## config.mk

```make
export PLATFORM = sky130hd
export DESIGN_NAME = eatrm_sincos_fin
export DESIGN_NICKNAME = d
export VERILOG_FILES = /design/src/rtl/core/euler_angles_to_rotation_matrix_defines.svh /design/src/rtl/core/eatrm_pkg.sv /design/src/rtl/core/eatrm_sincos_fin.sv
export SDC_FILE = /design/constraint.sdc
export NUM_CORES = 1
export LEC_CHECK = 0
export BUFFER_PORTS_ARGS = -buffer_cell sky130_fd_sc_hd__buf_4
export CORE_UTILIZATION = 40
export CTS_CLUSTER_SIZE = 10
export DETAILED_ROUTE_END_ITERATION = 12
export GPL_TIMING_DRIVEN = 0
export HOLD_SLACK_MARGIN = 0.06
export PLACE_DENSITY_LB_ADDON = 0.08
export SLEW_MARGIN = 30
export SYNTH_ARGS = -nofsm -noshare
export SYNTH_HDL_FRONTEND = slang
export SYNTH_SLANG_ARGS = --single-unit
```

## constraint.sdc

```tcl
create_clock -name clk -period 7.3 [get_ports clk]
set_clock_uncertainty 0.15 [all_clocks]
set_input_delay 1.46 -clock clk [delete_from_list [all_inputs] [get_ports clk]]
set_output_delay 1.46 -clock clk [all_outputs]
set_load 0.005 [all_outputs]
```

## src/rtl/core/euler_angles_to_rotation_matrix_defines.svh

```systemverilog
// assertion macros for the roll-pitch-yaw rotation block
`ifndef EULER_ANGLES_TO_ROTATION_MATRIX_DEFINES_SVH
`define EULER_ANGLES_TO_ROTATION_MATRIX_DEFINES_SVH
`ifndef SYNTHESIS
// implication in the same cycle
`define ERM_ASSERT_NOW(lbl, pre, post, msg) \
  lbl: assert property (@(posedge clk) disable iff (rst) (pre) |-> (post)) else $error(msg);
// implication in the next cycle
`define ERM_ASSERT_NEXT(lbl, pre, post, msg) \
  lbl: assert property (@(posedge clk) disable iff (rst) (pre) |=> (post)) else $error(msg);
`else
`define ERM_ASSERT_NOW(lbl, pre, post, msg)
`define ERM_ASSERT_NEXT(lbl, pre, post, msg)
`endif
`endif

```

## src/rtl/core/eatrm_pkg.sv

```systemverilog
// shared types, constants and the cordic arctangent table
package eatrm_pkg;
  localparam int ANGLE_BITS_DEF = 16;
  localparam int FRAC_BITS_DEF  = 14;
  localparam int CORDIC_STEPS   = 32;
  localparam int LANES          = 3;
  localparam int XW             = 34;
  localparam int ZW             = 33;
  localparam int OUT_W          = 16;
  localparam logic signed [XW-1:0] INV_GAIN = 34'sd2608131496;

  typedef struct packed {
    logic signed [XW-1:0] x;
    logic signed [XW-1:0] y;
    logic signed [ZW-1:0] z;
    logic [1:0]           q;
  } lane_t;

  // arctangent of 2^-i in units of 2^-32 turn
  function automatic logic [31:0] atan_turn(input int i);
    logic [31:0] r;
    case (i)
      0: r = 32'h20000000;  1: r = 32'h12E4051E;  2: r = 32'h09FB385B;
      3: r = 32'h051111D4;  4: r = 32'h028B0D43;  5: r = 32'h0145D7E1;
      6: r = 32'h00A2F61E;  7: r = 32'h00517C55;  8: r = 32'h0028BE53;
      9: r = 32'h00145F2F; 10: r = 32'h000A2F98; 11: r = 32'h000517CC;
      12: r = 32'h00028BE6; 13: r = 32'h000145F3; 14: r = 32'h0000A2FA;
      15: r = 32'h0000517D; 16: r = 32'h000028BE; 17: r = 32'h0000145F;
      18: r = 32'h00000A30; 19: r = 32'h00000518; 20: r = 32'h0000028C;
      21: r = 32'h00000146; 22: r = 32'h000000A3; 23: r = 32'h00000051;
      24: r = 32'h00000029; 25: r = 32'h00000014; 26: r = 32'h0000000A;
      27: r = 32'h00000005; 28: r = 32'h00000003; 29: r = 32'h00000001;
      30: r = 32'h00000001;
      default: r = 32'h00000000;
    endcase
    return r;
  endfunction
endpackage

```

## src/rtl/core/eatrm_sincos_fin.sv

```systemverilog
// quadrant fix-up and rounding of the cordic outputs
module eatrm_sincos_fin #(
  parameter int FRAC_BITS = eatrm_pkg::FRAC_BITS_DEF
) (
  input  logic                        clk,
  input  logic                        rst,
  input  logic                        in_valid,
  output logic                        in_ready,
  input  eatrm_pkg::lane_t            in_lane [eatrm_pkg::LANES],
  output logic                        out_valid,
  input  logic                        out_ready,
  output logic signed [FRAC_BITS+1:0] sin_val [eatrm_pkg::LANES],
  output logic signed [FRAC_BITS+1:0] cos_val [eatrm_pkg::LANES]
);
  import eatrm_pkg::*;

  localparam int W    = FRAC_BITS + 2;
  localparam int DROP = 32 - FRAC_BITS;
  localparam logic signed [XW-1:0] HALF = XW'(1) <<< (DROP - 1);
  localparam logic signed [XW-1:0] ONE  = XW'(1) <<< FRAC_BITS;

  logic signed [XW-1:0] c_raw [LANES];
  logic signed [XW-1:0] s_raw [LANES];
  logic signed [XW-1:0] c_rnd [LANES];
  logic signed [XW-1:0] s_rnd [LANES];
  logic signed [W-1:0]  sin_next [LANES];
  logic signed [W-1:0]  cos_next [LANES];

  assign in_ready = !out_valid || out_ready;

  // swap and negate by quarter turn, round, clamp
  always_comb begin
    for (int k = 0; k < LANES; k++) begin
      case (in_lane[k].q)
        2'd1: begin
          c_raw[k] = -in_lane[k].y;
          s_raw[k] = in_lane[k].x;
        end
        2'd2: begin
          c_raw[k] = -in_lane[k].x;
          s_raw[k] = -in_lane[k].y;
        end
        2'd3: begin
          c_raw[k] = in_lane[k].y;
          s_raw[k] = -in_lane[k].x;
        end
        default: begin
          c_raw[k] = in_lane[k].x;
          s_raw[k] = in_lane[k].y;
        end
      endcase
      c_rnd[k] = (c_raw[k] + HALF) >>> DROP;
      s_rnd[k] = (s_raw[k] + HALF) >>> DROP;
      if (c_rnd[k] > ONE) c_rnd[k] = ONE;
      if (c_rnd[k] < -ONE) c_rnd[k] = -ONE;
      if (s_rnd[k] > ONE) s_rnd[k] = ONE;
      if (s_rnd[k] < -ONE) s_rnd[k] = -ONE;
      cos_next[k] = c_rnd[k][W-1:0];
      sin_next[k] = s_rnd[k][W-1:0];
    end
  end

  always_ff @(posedge clk) begin
    if (rst) begin
      out_valid <= 1'b0;
    end else if (in_ready) begin
      out_valid <= in_valid;
    end
  end

  always_ff @(posedge clk) begin
    if (in_ready && in_valid) begin
      sin_val <= sin_next;
      cos_val <= cos_next;
    end
  end
endmodule

```

==> results of run 1 <==
-- final cells by class --
| class | instances | area (sq um) |
|---|---|---|
| clock inverter | 5 | 63.8 |
| inverter | 50 | 188 |
| fill | 3015 | 14500 |
| tap | 390 | 488 |
| timing repair buffer | 299 | 2270 |
| sequential | 97 | 2900 |
| clock buffer | 11 | 233 |
| multi-input combinational | 1300 | 8530 |
| buffer | 99 | 395 |
-- metal layers --
| metal | global-route usage, % | vias to the layer above | share of wire [%] |
|---|---|---|---|
| met4 | 10.8 | 0 | 3.1 |
| met5 | 0 | - | 0 |
| met2 | 48.5 | 749 | 46 |
| li1 | - | 6606 | - |
| met1 | 38.9 | 6597 | 42 |
| met3 | 5.00 | 83 | 8.4 |
-- kinds of logic (layout without fill, tap and decap cells) --
group	count (synthesis)	count (layout)	synth area share [%]
compound gates	441	441	26.1
buf+inv	149	464	4.86
flops	97	97	24.2
simple gates	679	679	30.5
fa+ha+maj	6	6	0.625
mux	43	43	4.19
xor+xnor	131	131	9.56
-- layout by cell type, fill, tap and decap left out, types with 18 or more instances in the layout --
master / count
a21oi_1: 75
o21ai_0: 78
or3_1: 28
nand4_1: 29
nand2_1: 114
nor4_1: 33
nor2_1: 163
mux2i_1: 21
or4_1: 26
buf_4: 298
o211ai_1: 20
clkbuf_1: 78
and3_1: 21
mux2_2: 18
xnor2_1: 75
edfxtp_1: 96
xor2_1: 56
inv_1: 47
a211oi_1: 25
nand3_1: 65
o31ai_1: 29
nor3_1: 68
-- power groups by stage --
stage	clock, mW	combinational, mW	sequential (mW)
detailed placement	0	0.839	0.741
global placement	0	0.833	0.746
finish	0.485	0.853	0.731
global route	0.514	0.927	0.735
floorplan	0	0.467	0.741
CTS	0.495	0.844	0.731
-- sequential cells by signal, summed over array words and instances, names as in the netlist --
register and count:
cos_val 48, out_valid 1, sin_val 48
-- worst min-delay path, cell delays in order, from the launching register on --
cell and delay, ns:
dfxtp_1 0.31, nand2b_1 0.13, a21oi_1 0.08
-- metrics by stage --
step,std cells,utilization [%],setup slack [ns]
finish,2251,51.0,0.631
global route,2251,51.0,0.431
CTS,2251,51.0,0.811
detailed placement,2235,49.9,0.430
global placement,2233,49.8,0.371
floorplan,1546,-,1.88
-- how the worst min path moves through the flow --
stage                     cells after the start      start   endpoint  slack (ns)
after global placement                        2  out_valid  out_valid        0.35
after global routing                          2  out_valid  out_valid        0.43
after floorplan                               2  out_valid  out_valid        0.37
after detailed placement                      2  out_valid  out_valid        0.40
final                                         2  out_valid  out_valid        0.41
after CTS                                     2  out_valid  out_valid        0.41
==> run_results.csv, run 1 <==
group,metric,value,unit
setup_path,path_max_fanout,10,
clocking,clockBufferDepth,2,
setup_path,critical_path_required,7.24,ns
timing,finalSetupTns,0,ns
floorplan,die_w,175,microns
synth,syn_avg_cell_area,7.76,sq um
pwr,combPwrFrac,41.2,%
synth,netlist_top_cells_count,"163 x nor2_1, 114 x nand2_1, 96 x edfxtp_1",
synth,synthCells,1546,
timing,period_share,91.4,%
hold_path,hold_path_class,"flip-flop to flip-flop",
floorplan,fp.dieArea,30700,sq um
pwr,p_sw_share,35.3,%
drt,drtPass1Iterations,5,
pwr,power.leakage,5.46,nW
timing,post-route-min-period,6.67,ns
setup_path,crit_type,"input port to flip-flop",
global_route,grtUsageTotal,29.6,%
setup_path,worst_path_largest_cell_delay,0.57,ns
clocking,path_clk_slew,0.07,ns
clocking,cts_sinks,97,
clocking,post-cts-setup-buffer-count,0,
setup_path,rrSetupSlack,5.44,ns
run_status,status,"completed",
setup_path,critical_path.endpoint,"sin_val[20]",
finish,num_antenna_cells,0,
pwr,p_clk_share,23.4,%
global_route,grt_pass1_wl,71400,microns
synth,yosysWarnings,0,
clocking,ctsResizeCount,0,
synth,syn_nets,1865,
placed_design,place.detailed.hpwl,37100,microns
synth,synth.area.top_cells,"edfxtp_1 24%, xnor2_1 5.5%, nor2_1 5.1%",
timing,slew_violations,0,
synth,yosys_register_bits,97,
setup_path,worstRegToRegCells,4,
clocking,h-tree-depth,3,
clocking,cts_hold_buf,0,
synth,synth_edf_count,96,
clocking,cts_tree,"yes",
global_route,antenna_found_initial,0,
synth,synth_ff_type,"edfxtp_1",
synth,ys_types,93,
setup_path,cp-start-kind,"input port",
synth,yosysMostFrequentCell,"nor2_1",
timing,max_freq,150,MHz
floorplan,coreArea,29600,sq um
drt,drtIter0Drc,1474,
global_route,grt_pass1_vias,12900,
finish,drive_gt1_share,21.8,%
setup_path,rr_endpoint,"sin_val[37]",
drt,vias,14000,
synth,synth_area,12000,sq um
placed_design,io_buffers,297,
drt,viasPerCell,6.24,
clocking,clockRootBuffer,"clkbuf_16",
drt,drc,0,
floorplan,initial_utilization,40.6,%
setup_path,crit_family,"buffers and inverters",
timing,whs,0.413,ns
placed_design,place_area,14800,sq um
floorplan,die_h,175,microns
setup_path,critPathLaunch,"in_lane[104]",
pwr,p_switching,730,uW
pwr,cellPowerDensity,137,nW/um^2
finish,final_cell_area,15100,sq um
timing,tightest_slew,1.01,ns
timing,rsz0062_at_grt,"false",
finish,nets,2175,
pwr,vdd_drop_max,125,uV
drt,drtAntennaViolNets,0,
clocking,clock_latency,0.35,ns
setup_path,critPathBufInv,5,
pwr,seqPwrFrac,35.3,%
timing,setup_violations,0,
pwr,p_int,1.34,mW
synth,yosys.area.top_type,"edfxtp_1",
setup_path,critPathCaptureType,"flip-flop",
clocking,cts_buffers,9,
synth,synth_top_area_share,24.0,%
finish,area_growth_syn_to_layout,25.5,%
drt,wl_per_cell,20.8,microns
placed_design,gp_congestion,0.983,
setup_path,cp.depth,16,
drt,routed_wl,46900,microns
timing,relSlewSlack,32.6,%
pwr,fin_total_pwr,2.07,mW
setup_path,crit_top_cell,"clkbuf_1",
setup_path,timing.rr.start,"out_valid",
timing,hold_viol,0,
synth,seq_area_frac_synth,24.2,%
run,cap_violations,0,
floorplan,num_io_pins,411,
setup_path,crit_arrival,6.61,ns
setup_path,crit_slowest_cell,"clkbuf_1",
floorplan,fp-row-count,63,
synth,synthArstFlopShare,0,%
setup_path,crit_path_cell_trace,"clkbuf_1 > clkbuf_1 > clkbuf_1 > buf_1 > nor2_1 > nor3_1 > or2_2 > ha_1 > nand3_1 > nor4_1 > nand3_1 > mux2_2 > o22ai_1 > xor2_1 > buf_4 > a21oi_1",
global_route,overflow,0,
global_route,grt_max_degree,44,
No activity file was read; power rests on OpenSTA's default activity.
==> run 2: changes to the inputs <==
==> constraint.sdc (replaced) <==
create_clock -name clk -period 7.3 [get_ports clk]
set_clock_uncertainty 0.15 [all_clocks]
set_input_delay 0 -clock clk [delete_from_list [all_inputs] [get_ports clk]]
set_output_delay 0 -clock clk [all_outputs]
set_load 0.005 [all_outputs]
==> run 2 against run 1 <==
Net effect: utilization is 0.10 points higher; cell area is 0.20% higher; flip-flop and latch count stayed put; count of clock-buffer cells in the layout stayed put; via count is 0.21% higher; sequential power hardly changed; register-to-register slack hardly changed; critical path depth stayed put; cell count is 0.13% higher; power is 0.15% higher; clock power hardly changed; combinational power hardly changed.
==> run_results.csv, run 2 (same netlist as run 1, synthesis figures left out) <==
group,metric,value,unit
setup_path,crit_top_cell,"clkbuf_1",
drt,wl_per_cell,20.9,microns
timing,period_share,70.7,%
drt,vias,14100,
pwr,power.leakage,5.48,nW
drt,viasPerCell,6.24,
pwr,cellPowerDensity,137,nW/um^2
pwr,vdd_drop_max,125,uV
timing,slew_violations,0,
timing,fin_ws,2.14,ns
timing,max_freq,194,MHz
run_status,status,"completed",
setup_path,critPathBufInv,5,
finish,num_antenna_cells,0,
setup_path,worst_path_largest_cell_delay,0.55,ns
finish,layout_common_cells,"298 x buf_4, 163 x nor2_1, 114 x nand2_1",
floorplan,initial_utilization,40.6,%
timing,tightest_slew,0.941,ns
floorplan,die_h,175,microns
floorplan,die_w,175,microns
hold_path,holdCritStartpoint,"in_lane[67]",
drt,drc,0,
timing,setup_violations,0,
clocking,h-tree-depth,3,
finish,final_core_util,51.1,%
setup_path,cp-start-kind,"input port",
hold_path,whs_path_depth,5,
finish,final_common_cell,"buf_4",
finish,drive_gt1_share,21.8,%
timing,whs,0.146,ns
clocking,clockBufferDepth,2,
finish,nets,2178,
clocking,ctsResizeCount,0,
drt,drtAntennaViolNets,0,
global_route,grt_pass1_wl,71500,microns
clocking,cts_sinks,97,
finish,area_growth_syn_to_layout,25.8,%
clocking,path_clk_slew,0.07,ns
drt,routed_wl,47100,microns
setup_path,crit_arrival,5.10,ns
timing,relSlewSlack,37.0,%
timing,finalSetupTns,0,ns
setup_path,crit_type,"input port to flip-flop",
setup_path,critPathCaptureType,"flip-flop",
setup_path,critical_path_required,7.24,ns
clocking,clock_latency,0.35,ns
timing,hold_viol,0,
setup_path,rrSetupSlack,5.43,ns
global_route,antenna_found_initial,0,
finish,top_regs,"cos_val x48, sin_val x48, out_valid x1",
setup_path,timing.rr.start,"out_valid",
global_route,overflow,0,
drt,drtIter0Drc,1562,
global_route,grtUsageTotal,29.6,%
placed_design,gp_congestion,0.983,
global_route,grt_pass1_vias,12900,
drt,drtPass1Iterations,6,
timing,rsz0062_at_grt,"false",
clocking,cts_hold_buf,3,
setup_path,crit_slowest_cell,"clkbuf_1",
clocking,cts_tree,"yes",
setup_path,rr_endpoint,"cos_val[12]",
global_route,grt_max_degree,44,
hold_path,hold_path_class,"input port to flip-flop",
clocking,clockRootBuffer,"clkbuf_16",
pwr,fin_total_pwr,2.07,mW
timing,post-route-min-period,5.16,ns
clocking,cts_buffers,9,
setup_path,crit_path_cell_trace,"clkbuf_1 > clkbuf_1 > clkbuf_1 > buf_1 > nor2_1 > nor3_1 > or2_2 > ha_1 > nand3_1 > nor4_1 > nand3_1 > mux2_2 > o22ai_1 > xor2_1 > buf_4 > a21oi_1",
setup_path,path_max_fanout,10,
placed_design,place.detailed.hpwl,37100,microns
placed_design,pre_cts_ws,1.89,ns
floorplan,fp-row-count,63,
setup_path,worstRegToRegCells,4,
placed_design,io_buffers,297,
floorplan,num_io_pins,411,
floorplan,coreArea,29600,sq um
floorplan,fp.dieArea,30700,sq um
setup_path,crit_family,"buffers and inverters",
run,cap_violations,0,
hold_path,min_to,"cos_val[14]",
clocking,post-cts-setup-buffer-count,0,
-- run 2: cell count changes in the layout (fill, tap and decap cells not counted) --
cell / previous run / this run
dlygate4sd3_1: 0 / 3
-- run 2: worst max-delay path by stage --
stage             endpoint  cells after the start    startpoint
4_1_cts        sin_val[20]                     16  in_lane[104]
3_5_place_dp   sin_val[18]                     16  in_lane[104]
3_3_place_gp   sin_val[20]                     16  in_lane[104]
6_report       sin_val[20]                     16  in_lane[104]
5_1_grt        sin_val[18]                     16  in_lane[104]
2_1_floorplan  sin_val[42]                     13  in_lane[283]
-- run 2: worst min-delay path, stage by stage --
cell	delay, ns
buf_4	0.13
o21ai_1	0.11
a221oi_1	0.10
xnor2_1	0.13
nand2_1	0.06
-- run 2: cell type report --
cell class | count | area (sq um)
Inverter | 50 | 188
Clock buffer | 11 | 233
Sequential cell | 97 | 2900
Multi-Input combinational cell | 1300 | 8530
Clock inverter | 5 | 63.8
Buffer | 99 | 395
Tap cell | 390 | 488
Fill cell | 3012 | 14500
Timing Repair Buffer | 302 | 2300
-- run 2: routing by layer --
metal	vias up	part of all wire, %	routed length (microns)	track usage (%)
met1	6588	42	19600	38.9
met4	0	3.2	1510	11.0
met2	764	46	21700	48.6
met3	88	9.2	4330	5.00
met5	-	0	0	0
li1	6624	-	-	-
-- run 2: power breakdown --
| group | switching [mW] | total [mW] | internal, mW |
|---|---|---|---|
| Sequential | 0.0280 | 0.731 | 0.703 |
| Clock | 0.217 | 0.487 | 0.269 |
| Combinational | 0.487 | 0.854 | 0.367 |
-- run 2: through the flow --
stage,cell area [sq um],std cells
CTS,15100,2254
detailed placement,14800,2235
global route,15100,2254
global placement,14700,2233
floorplan,12000,1546
finish,15100,2254
==> run 3: changes to the inputs <==
- clock period: 7.3 -> 4.9 ns (I/O delays scaled with it)
==> run 3 against run 2 <==
Net effect: flip-flop and latch count unchanged; global-route usage unchanged; critical path depth unchanged; cell count unchanged; wire length down 0.25%; setup slack worse by 1.8 ns; first-iteration DRC count down 5.6%; utilization up 0.19 points; critical path type unchanged; critical endpoint is now sin_val[18]; largest power group unchanged.
==> run_results.csv, run 3 (same netlist as run 1, synthesis figures left out) <==
group,metric,value,unit
run_status,status,"completed",
pwr,p_sw_share,35.4,%
drt,routed_wl,47000,microns
finish,nets,2178,
setup_path,crit_slowest_cell,"xor2_1",
floorplan,fp.dieArea,30700,sq um
timing,max_freq,217,MHz
global_route,antenna_found_initial,0,
hold_path,hold_path_class,"input port to flip-flop",
floorplan,initial_utilization,40.6,%
drt,drc,0,
pwr,combPwrFrac,41.3,%
floorplan,num_io_pins,411,
clocking,cts_sinks,97,
clocking,cts_buffers,9,
global_route,grt_max_degree,44,
drt,viasPerCell,6.24,
finish,drive_gt1_share,22.6,%
placed_design,io_buffers,297,
drt,drtPass1Iterations,5,
setup_path,path_max_fanout,10,
pwr,cellPowerDensity,204,nW/um^2
placed_design,dp.cells,2235,
floorplan,die_w,175,microns
timing,slew_violations,0,
placed_design,gp_congestion,0.983,
pwr,vdd_drop_max,186,uV
timing,post-route-min-period,4.60,ns
global_route,grt_pass1_wl,71500,microns
clocking,cts_tree,"yes",
finish,layout_common_cells,"298 x buf_4, 163 x nor2_1, 114 x nand2_1",
run,cap_violations,0,
timing,fin_ws,0.301,ns
finish,final_core_util,51.3,%
clocking,h-tree-depth,3,
pwr,seqPwrFrac,35.3,%
placed_design,pre_cts_ws,-0.510,ns
finish,area_growth_syn_to_layout,26.2,%
setup_path,worst_path_largest_cell_delay,0.49,ns
setup_path,critPathCaptureType,"flip-flop",
timing,relSlewSlack,35.0,%
global_route,grt_pass1_vias,12900,
floorplan,fp-row-count,63,
global_route,overflow,0,
pwr,power.leakage,5.50,nW
finish,final_cells,2254,
clocking,clockBufferDepth,2,
timing,tightest_slew,0.971,ns
clocking,clockRootBuffer,"clkbuf_16",
pwr,p_int,2.00,mW
finish,final_common_cell,"buf_4",
drt,vias,14100,
pwr,p_switching,1.09,mW
floorplan,die_h,175,microns
setup_path,crit_arrival,4.54,ns
timing,rsz0062_at_grt,"false",
finish,top_regs,"cos_val x48, sin_val x48, out_valid x1",
floorplan,coreArea,29600,sq um
global_route,grtUsageTotal,29.6,%
setup_path,cp-start-kind,"input port",
setup_path,crit_type,"input port to flip-flop",
clocking,clock_latency,0.35,ns
setup_path,critical_path_required,4.84,ns
drt,drtIter0Drc,1475,
pwr,fin_total_pwr,3.09,mW
clocking,path_clk_slew,0.07,ns
pwr,p_clk_share,23.5,%
drt,wl_per_cell,20.9,microns
drt,drtAntennaViolNets,0,
setup_path,crit_path_cell_trace,"clkbuf_1 > clkbuf_2 > clkbuf_2 > buf_1 > nor2_1 > nor3_1 > or2_2 > ha_1 > nand3_1 > nor4_2 > nand3_1 > mux2_2 > o22ai_1 > xor2_1 > buf_4 > a21oi_1",
timing,hold_viol,0,
timing,period_share,93.9,%
timing,setup_violations,0,
placed_design,place.detailed.hpwl,37100,microns
finish,num_antenna_cells,0,
run 3: cell count changes in the layout (fill, tap and decap cells not counted), sizes merged:
cell,change
buf,-2
clkbuf,+2
run 3: path summary, 6_finish.rpt:
kind           startpoint           to  slack, ns  depth (start not counted)
min           in_lane[67]  cos_val[14]       0.15                          5
min reg2reg     out_valid  cos_val[47]       0.80                          2
max reg2reg     out_valid  cos_val[12]       3.04                          4
max          in_lane[104]  sin_val[18]       0.30                         16
run 3: power by group through the flow:
stage               Sequential [mW]  Clock (mW)  Combinational, mW
floorplan                      1.10           0              0.696
global route                   1.09       0.766               1.39
CTS                            1.09       0.738               1.26
finish                         1.09       0.724               1.28
detailed placement             1.10           0               1.25
global placement               1.11           0               1.24
run 3: metal layers:
metal	up-vias	track usage [%]	wire length (microns)
met2	751	48.6	21700
met1	6620	38.9	19800
met3	90	5.00	3910
met5	-	0	0
li1	6608	-	-
met4	0	11.0	1550
run 3: per-stage QoR:
step / hold slack (ns) / TNS (ns) / area, sq um
3_5_place_dp: 0.00546 / -10.29 / 14800
6_report: 0.145 / 0 / 15200
5_1_grt: 0.197 / 0 / 15200
2_1_floorplan: -0.0809 / 0 / 12000
4_1_cts: 0.128 / 0 / 15100
3_3_place_gp: 0.00611 / -11.55 / 14700
run 3: repair_timing:
| action | in CTS | in global routing |
|---|---|---|
| setup buffers | 0 | 0 |
| hold buffers | 3 | 0 |
| endpoints found under the setup margin | 10 | 63 |
| hold endpoints to repair | 3 | 0 |
| resized for setup | 1 | 18 |
run 3: worst max-delay path, delay by kind of cell:
kind / cells / cell delay, ns
compound gates: 2 / 0.24
xor+xnor: 1 / 0.49
fa+ha+maj: 1 / 0.20
buf+inv: 5 / 1.79
mux: 1 / 0.31
simple gates: 6 / 1.47
run 3: final cells by class:
| type | instances | area (sq um) |
|---|---|---|
| clock inverter | 5 | 63.8 |
| fill | 3004 | 14400 |
| sequential | 97 | 2900 |
| buffer | 99 | 404 |
| tap | 390 | 488 |
| timing repair buffer | 302 | 2300 |
| inverter | 50 | 188 |
| clock buffer | 11 | 233 |
| multi-input combinational | 1300 | 8570 |
